**config.mk**
```make
export PLATFORM = sky130hd
export DESIGN_NAME = tri2d_cell
export DESIGN_NICKNAME = d
export VERILOG_FILES = /design/src/hdl/tri2d_pkg.sv /design/src/hdl/tri2d_cell.sv
export SDC_FILE = /design/constraint.sdc
export NUM_CORES = 1
export LEC_CHECK = 0
export BUFFER_PORTS_ARGS = -buffer_cell sky130_fd_sc_hd__buf_2
export CAP_MARGIN = 5
export CORE_ASPECT_RATIO = 1.25
export CORE_UTILIZATION = 29
export DETAILED_ROUTE_END_ITERATION = 7
export PLACE_DENSITY_LB_ADDON = 0.1
export REMOVE_ABC_BUFFERS = 1
export SLEW_MARGIN = 0
export SYNTH_ARGS = -nofsm -noshare
export SYNTH_HDL_FRONTEND = slang
export SYNTH_SLANG_ARGS = --single-unit
```
**constraint.sdc**
```tcl
create_clock -name clk -period 1.25 [get_ports clk]
set_input_delay 0.0625 -clock clk [delete_from_list [all_inputs] [get_ports clk]]
set_output_delay 0.0625 -clock clk [all_outputs]
set_load 0.02 [all_outputs]
```
**src/hdl/tri2d_pkg.sv**
```systemverilog
// Shared types and constants for the three-anchor 2D trilateration block.
package tri2d_pkg;

	localparam int CoordW = 20;
	localparam int DistW  = 20;
	localparam int PosW   = 24;
	localparam int CfgIdxW = 3;
	localparam int RemW   = 64;
	localparam int DenW   = 44;
	localparam int QuoW   = PosW + 1;
	localparam int NumCells = QuoW;

	localparam logic [CfgIdxW-1:0] REG_A0X = 3'd0;
	localparam logic [CfgIdxW-1:0] REG_A0Y = 3'd1;
	localparam logic [CfgIdxW-1:0] REG_A1X = 3'd2;
	localparam logic [CfgIdxW-1:0] REG_A1Y = 3'd3;
	localparam logic [CfgIdxW-1:0] REG_A2X = 3'd4;
	localparam logic [CfgIdxW-1:0] REG_A2Y = 3'd5;

	localparam logic signed [CoordW-1:0] RST_A0X = 20'sd0;
	localparam logic signed [CoordW-1:0] RST_A0Y = 20'sd0;
	localparam logic signed [CoordW-1:0] RST_A1X = 20'sd500;
	localparam logic signed [CoordW-1:0] RST_A1Y = 20'sd0;
	localparam logic signed [CoordW-1:0] RST_A2X = 20'sd500;
	localparam logic signed [CoordW-1:0] RST_A2Y = 20'sd400;

	localparam logic signed [PosW-1:0] POS_MAX = 24'sh7FFFFF;
	localparam logic signed [PosW-1:0] POS_MIN = 24'sh800000;

	typedef struct packed {
		logic signed [CoordW-1:0] x0;
		logic signed [CoordW-1:0] y0;
		logic signed [CoordW-1:0] x1;
		logic signed [CoordW-1:0] y1;
		logic signed [CoordW-1:0] x2;
		logic signed [CoordW-1:0] y2;
	} anchors_t;

	// One slot of the divider chain: both coordinates share the divisor.
	typedef struct packed {
		logic            vld;
		logic            degen;
		logic            neg_x;
		logic            neg_y;
		logic [DenW-1:0] den;
		logic [RemW-1:0] rem_x;
		logic [RemW-1:0] rem_y;
		logic [QuoW-1:0] q_x;
		logic [QuoW-1:0] q_y;
	} div_t;

endpackage

```
**src/hdl/tri2d_cell.sv**
```systemverilog
// One restoring-division cell: settles quotient bit BIT of both coordinates.
module tri2d_cell #(
	parameter int BIT = 0
) (
	input  logic             clk,
	input  logic             arst_n,
	input  logic             en,
	input  tri2d_pkg::div_t  d_in,
	output tri2d_pkg::div_t  d_out
);
	import tri2d_pkg::*;

	localparam int TrialW = RemW + 5;

	logic [TrialW-1:0] dsh, tx, ty;

	assign dsh = TrialW'(d_in.den) << BIT;
	assign tx  = TrialW'(d_in.rem_x) - dsh;
	assign ty  = TrialW'(d_in.rem_y) - dsh;

	always_ff @(posedge clk or negedge arst_n) begin
		if (!arst_n) begin
			d_out <= '0;
		end else if (en) begin
			d_out.vld   <= d_in.vld;
			d_out.degen <= d_in.degen;
			d_out.neg_x <= d_in.neg_x;
			d_out.neg_y <= d_in.neg_y;
			d_out.den   <= d_in.den;
			d_out.rem_x <= tx[TrialW-1] ? d_in.rem_x : tx[RemW-1:0];
			d_out.rem_y <= ty[TrialW-1] ? d_in.rem_y : ty[RemW-1:0];
			d_out.q_x   <= d_in.q_x | (QuoW'(!tx[TrialW-1]) << BIT);
			d_out.q_y   <= d_in.q_y | (QuoW'(!ty[TrialW-1]) << BIT);
		end
	end

endmodule

```
==> results.py <==
metrics = {
    "clocking": {
        "clock_path_buffers": 3,
        "clkTransAtPathRegs_ns": 0.06,
        "cts.sink_count": 226,
        "cts_tree": "yes",
        "htree_levels": 1,
        "clock_latency_ns": 0.55,
        "clock-root-buffer": "clkbuf_16",
        "numCtsBuffers": 27,
    },
    "sta": {
        "max_slew.worst_pin.slew_ns": 0.695,
        "fmax_mhz": 383,
        "setup_slack_ns": -1.36,
        "finalCritPeriodShare_pct": 209,
        "finalClockSkew_ns": 0,
        "rsz0062_at_grt": "yes",
        "setup_viol": 131,
        "hold_viol": 0,
        "max_slew_margin_pct": 53.6,
        "period_minus_slack_ns": 2.61,
        "final_max_slew_viol_count": 0,
    },
    "die": {
        "core_sq_mm": 0.0519,
        "io_pins": 455,
        "dieArea_sq_mm": 0.0539,
        "start_util_pct": 29.6,
        "die_w_um": 208,
        "rows": 93,
        "fp.dieH_um": 259,
    },
    "drt": {
        "drcViolationCount": 0,
        "drt-total-wl_um": 70000,
        "num_vias": 17900,
        "postRouteAntennaNets": 0,
        "wl_per_cell_um": 19.0,
        "first_iter_violations": 666,
        "dr.pass1.iters": 5,
        "routed_via_density": 4.85,
    },
    "finish": {
        "largest_reg_flops": 226,
        "fillers": 4878,
        "ff_latch_area_sq_mm": 0.00566,
        "area_growth_pct": 87.8,
        "largestRegisters": "d_out x226",
        "largest_register": "d_out",
        "stdcell_area_sq_mm": 0.0288,
        "drive_above_1_share_pct": 51.6,
        "final_common_cell": "buf_4",
        "fin_cells": 3694,
        "layout_common_cells": "buf_4, buf_2, dlygate4sd3_1",
        "multi_input_area_sq_mm": 0.0113,
        "fin_nets": 3328,
    },
    "power": {
        "p_switching_uw": 10200,
        "comb_power_share_pct": 42.5,
        "swShare_pct": 35.5,
        "clock_power_share_pct": 26.5,
        "p_leak_uw": 0.0130,
        "max-vdd-ir-drop_mv": 1.07,
        "p_per_area_mw_per_mm2": 993,
        "seqPwrFrac_pct": 31.0,
        "intPower_uw": 18500,
    },
    "hold_path": {
        "worstHoldStart": "d_in[163]",
        "min_path_cells": 5,
        "hp-class": "in2reg",
        "min_to": "d_out[171]",
    },
    "critical_path": {
        "crit_path_cell_trace": "buf_8 -> ha_4 -> fa_2 -> nand2b_4 -> a21o_4 -> a21bo_4 -> a211o_1 -> and3b_4 -> or2_4 -> a21o_4 -> or3_4 -> or3_1 -> a31oi_1",
        "critical_path_class": "in2reg",
        "path_buf_inv": 1,
        "crit_path_max_incr_delay_ns": 0.33,
        "crit_family": "simple AND/OR/NAND/NOR gates",
        "crit_top_cell": "a21o_4",
        "r2r_start": "d_out[104]",
        "crit_path_end_kind": "flip-flop",
        "crit_required_ns": 1.73,
        "reg2regPathDepth": 3,
        "critPathMaxFanout": 3,
        "critPathLaunch": "d_in[178]",
        "r2r_slack_ns": 0.33,
        "worstSetupStartpointType": "primary input",
        "crit_arrival_ns": 3.09,
        "r2r-end": "d_out[104]",
        "critPathSlowestCell": "fa_2",
    },
    "place": {
        "gp_congestion": 0.880,
        "place_inst": 3343,
        "hpwlAfterDp_um": 51900,
        "placed_area_sq_mm": 0.0222,
        "io_buffers": 454,
    },
    "synth": {
        "synth_flop_cell": "dfrtp_1",
        "synth_edf_count": 0,
        "synth_area_leaders": "dfrtp_1, mux2_2, a21oi_1",
        "ys_types": 70,
        "ys_ff_latch": 226,
        "yosysTopAreaCell": "dfrtp_1",
        "synthDominantCellAreaShare_pct": 36.8,
        "synthArstFlopShare_pct": 100,
        "yosysWarnings": 0,
        "synth_area_sq_mm": 0.0154,
        "yosysSeqAreaShare_pct": 36.8,
        "synthCells": 1796,
        "avgSynthCellArea_sq_um": 8.55,
    },
    "global_route": {
        "grt_pass1_vias": 18600,
        "antenna_found_initial": 8,
        "grt_pass1_wl_um": 105000,
        "grt_usage_pct": 24.8,
        "grt_start_max_net_pins": 44,
        "grt.overflow.total": 0,
    },
    "flow_run": {
        "maxCapViolCount": 0,
    },
    "outcome": {
        "status": "complete, but fails checks",
        "violations": "setup timing",
    },
}
-- kinds of logic (layout without fill, tap and decap cells) --
logic type / Yosys count / after routing / share of synthesized area [%]
flip-flops: 226 / 226 / 36.8
AO/OA/AOI/OAI: 499 / 499 / 19.5
buffers and inverters: 169 / 1396 / 4.36
AND/OR/NAND/NOR: 592 / 593 / 17.7
XOR/XNOR: 114 / 114 / 6.50
multiplexers: 106 / 106 / 7.73
adder cells (fa/ha/maj): 90 / 90 / 7.43
other: 0 / 5 / 0
-- synth_stat cells (6+ instances only) --
library cell,number
xor2_1,53
a21boi_0,6
o221ai_1,6
a211oi_1,13
o31ai_1,7
o21ai_0,71
or2_2,7
or4_1,6
nor4_1,9
and2_1,6
mux2_2,101
a21oi_1,220
ha_1,88
or3_1,21
o211ai_1,14
dfrtp_1,226
nor3_1,19
nor2_1,230
a21o_1,34
o21bai_1,20
nand4_1,29
nor2b_1,12
nand2_1,180
xnor2_1,61
inv_1,74
nand2b_1,21
and3_1,7
a31oi_1,64
nand3_1,19
o21a_1,7
buf_2,10
clkbuf_1,78
-- how the worst max path moves through the flow --
stage                            end  cells past startpoint
after detailed placement  d_out[171]                     16
final                     d_out[173]                     13
after global routing      d_out[171]                     14
after CTS                 d_out[173]                     13
after floorplan           d_out[100]                     12
after global placement    d_out[173]                     14
-- timing repair --
action | 4_1_cts | 5_1_grt
setup endpoints to repair | 133 | 137
pin swaps | 157 | 202
buffers inserted | 38 | 39
hold buffers | 229 | 0
resized for setup | 303 | 308
hold endpoints to repair | 451 | 0
gates cloned | 9 | 5
-- power by group through the flow --
stage	registers (uW)	logic (uW)	clock network, uW
final	8880	12200	7590
after global routing	9010	13100	8100
after CTS	8870	11200	7840
after detailed placement	8990	9900	0
after global placement	8960	9890	0
after floorplan	10200	3650	0
-- metrics by stage --
step	utilization [%]	power (uW)	hold slack [ns]	setup TNS (ns)	setup slack [ns]
floorplan	-	13900	-0.233	-269.53	-2.63
global placement	42.8	18800	-0.0213	-256.02	-2.19
detailed placement	42.8	18900	-0.0215	-257.66	-2.19
CTS	52.3	27900	-0.00283	-160.05	-1.42
global route	55.6	30200	0.0415	-155.34	-1.44
finish	55.6	28700	0.0428	-146.49	-1.36
-- final cells by class --
type	count	area share (%)
antenna	5	0.0434
clock buffer	39	2.64
clock inverter	5	0.195
inverter	74	1.07
multi-input combinational	1402	39.2
sequential	226	19.6
tap	665	2.89
timing repair buffer	1278	34.3
-- layer usage --
| layer | up-vias | wire [um] | GRT usage [%] |
|---|---|---|---|
| met4 | 4 | 2650 | 9.96 |
| met2 | 440 | 35500 | 45.1 |
| met3 | 108 | 3560 | 4.32 |
| li1 | 8829 | - | - |
| met1 | 8542 | 28300 | 28.6 |
| met5 | - | 27 | 0 |
-- worst min-delay path, delay by kind of cell --
kind	cells	cell delay, ns
AOI/OAI and AO/OA	2	0.20
and+or+nand+nor	1	0.10
buffers and inverters	2	0.20
(Power assumes the default switching activity.)
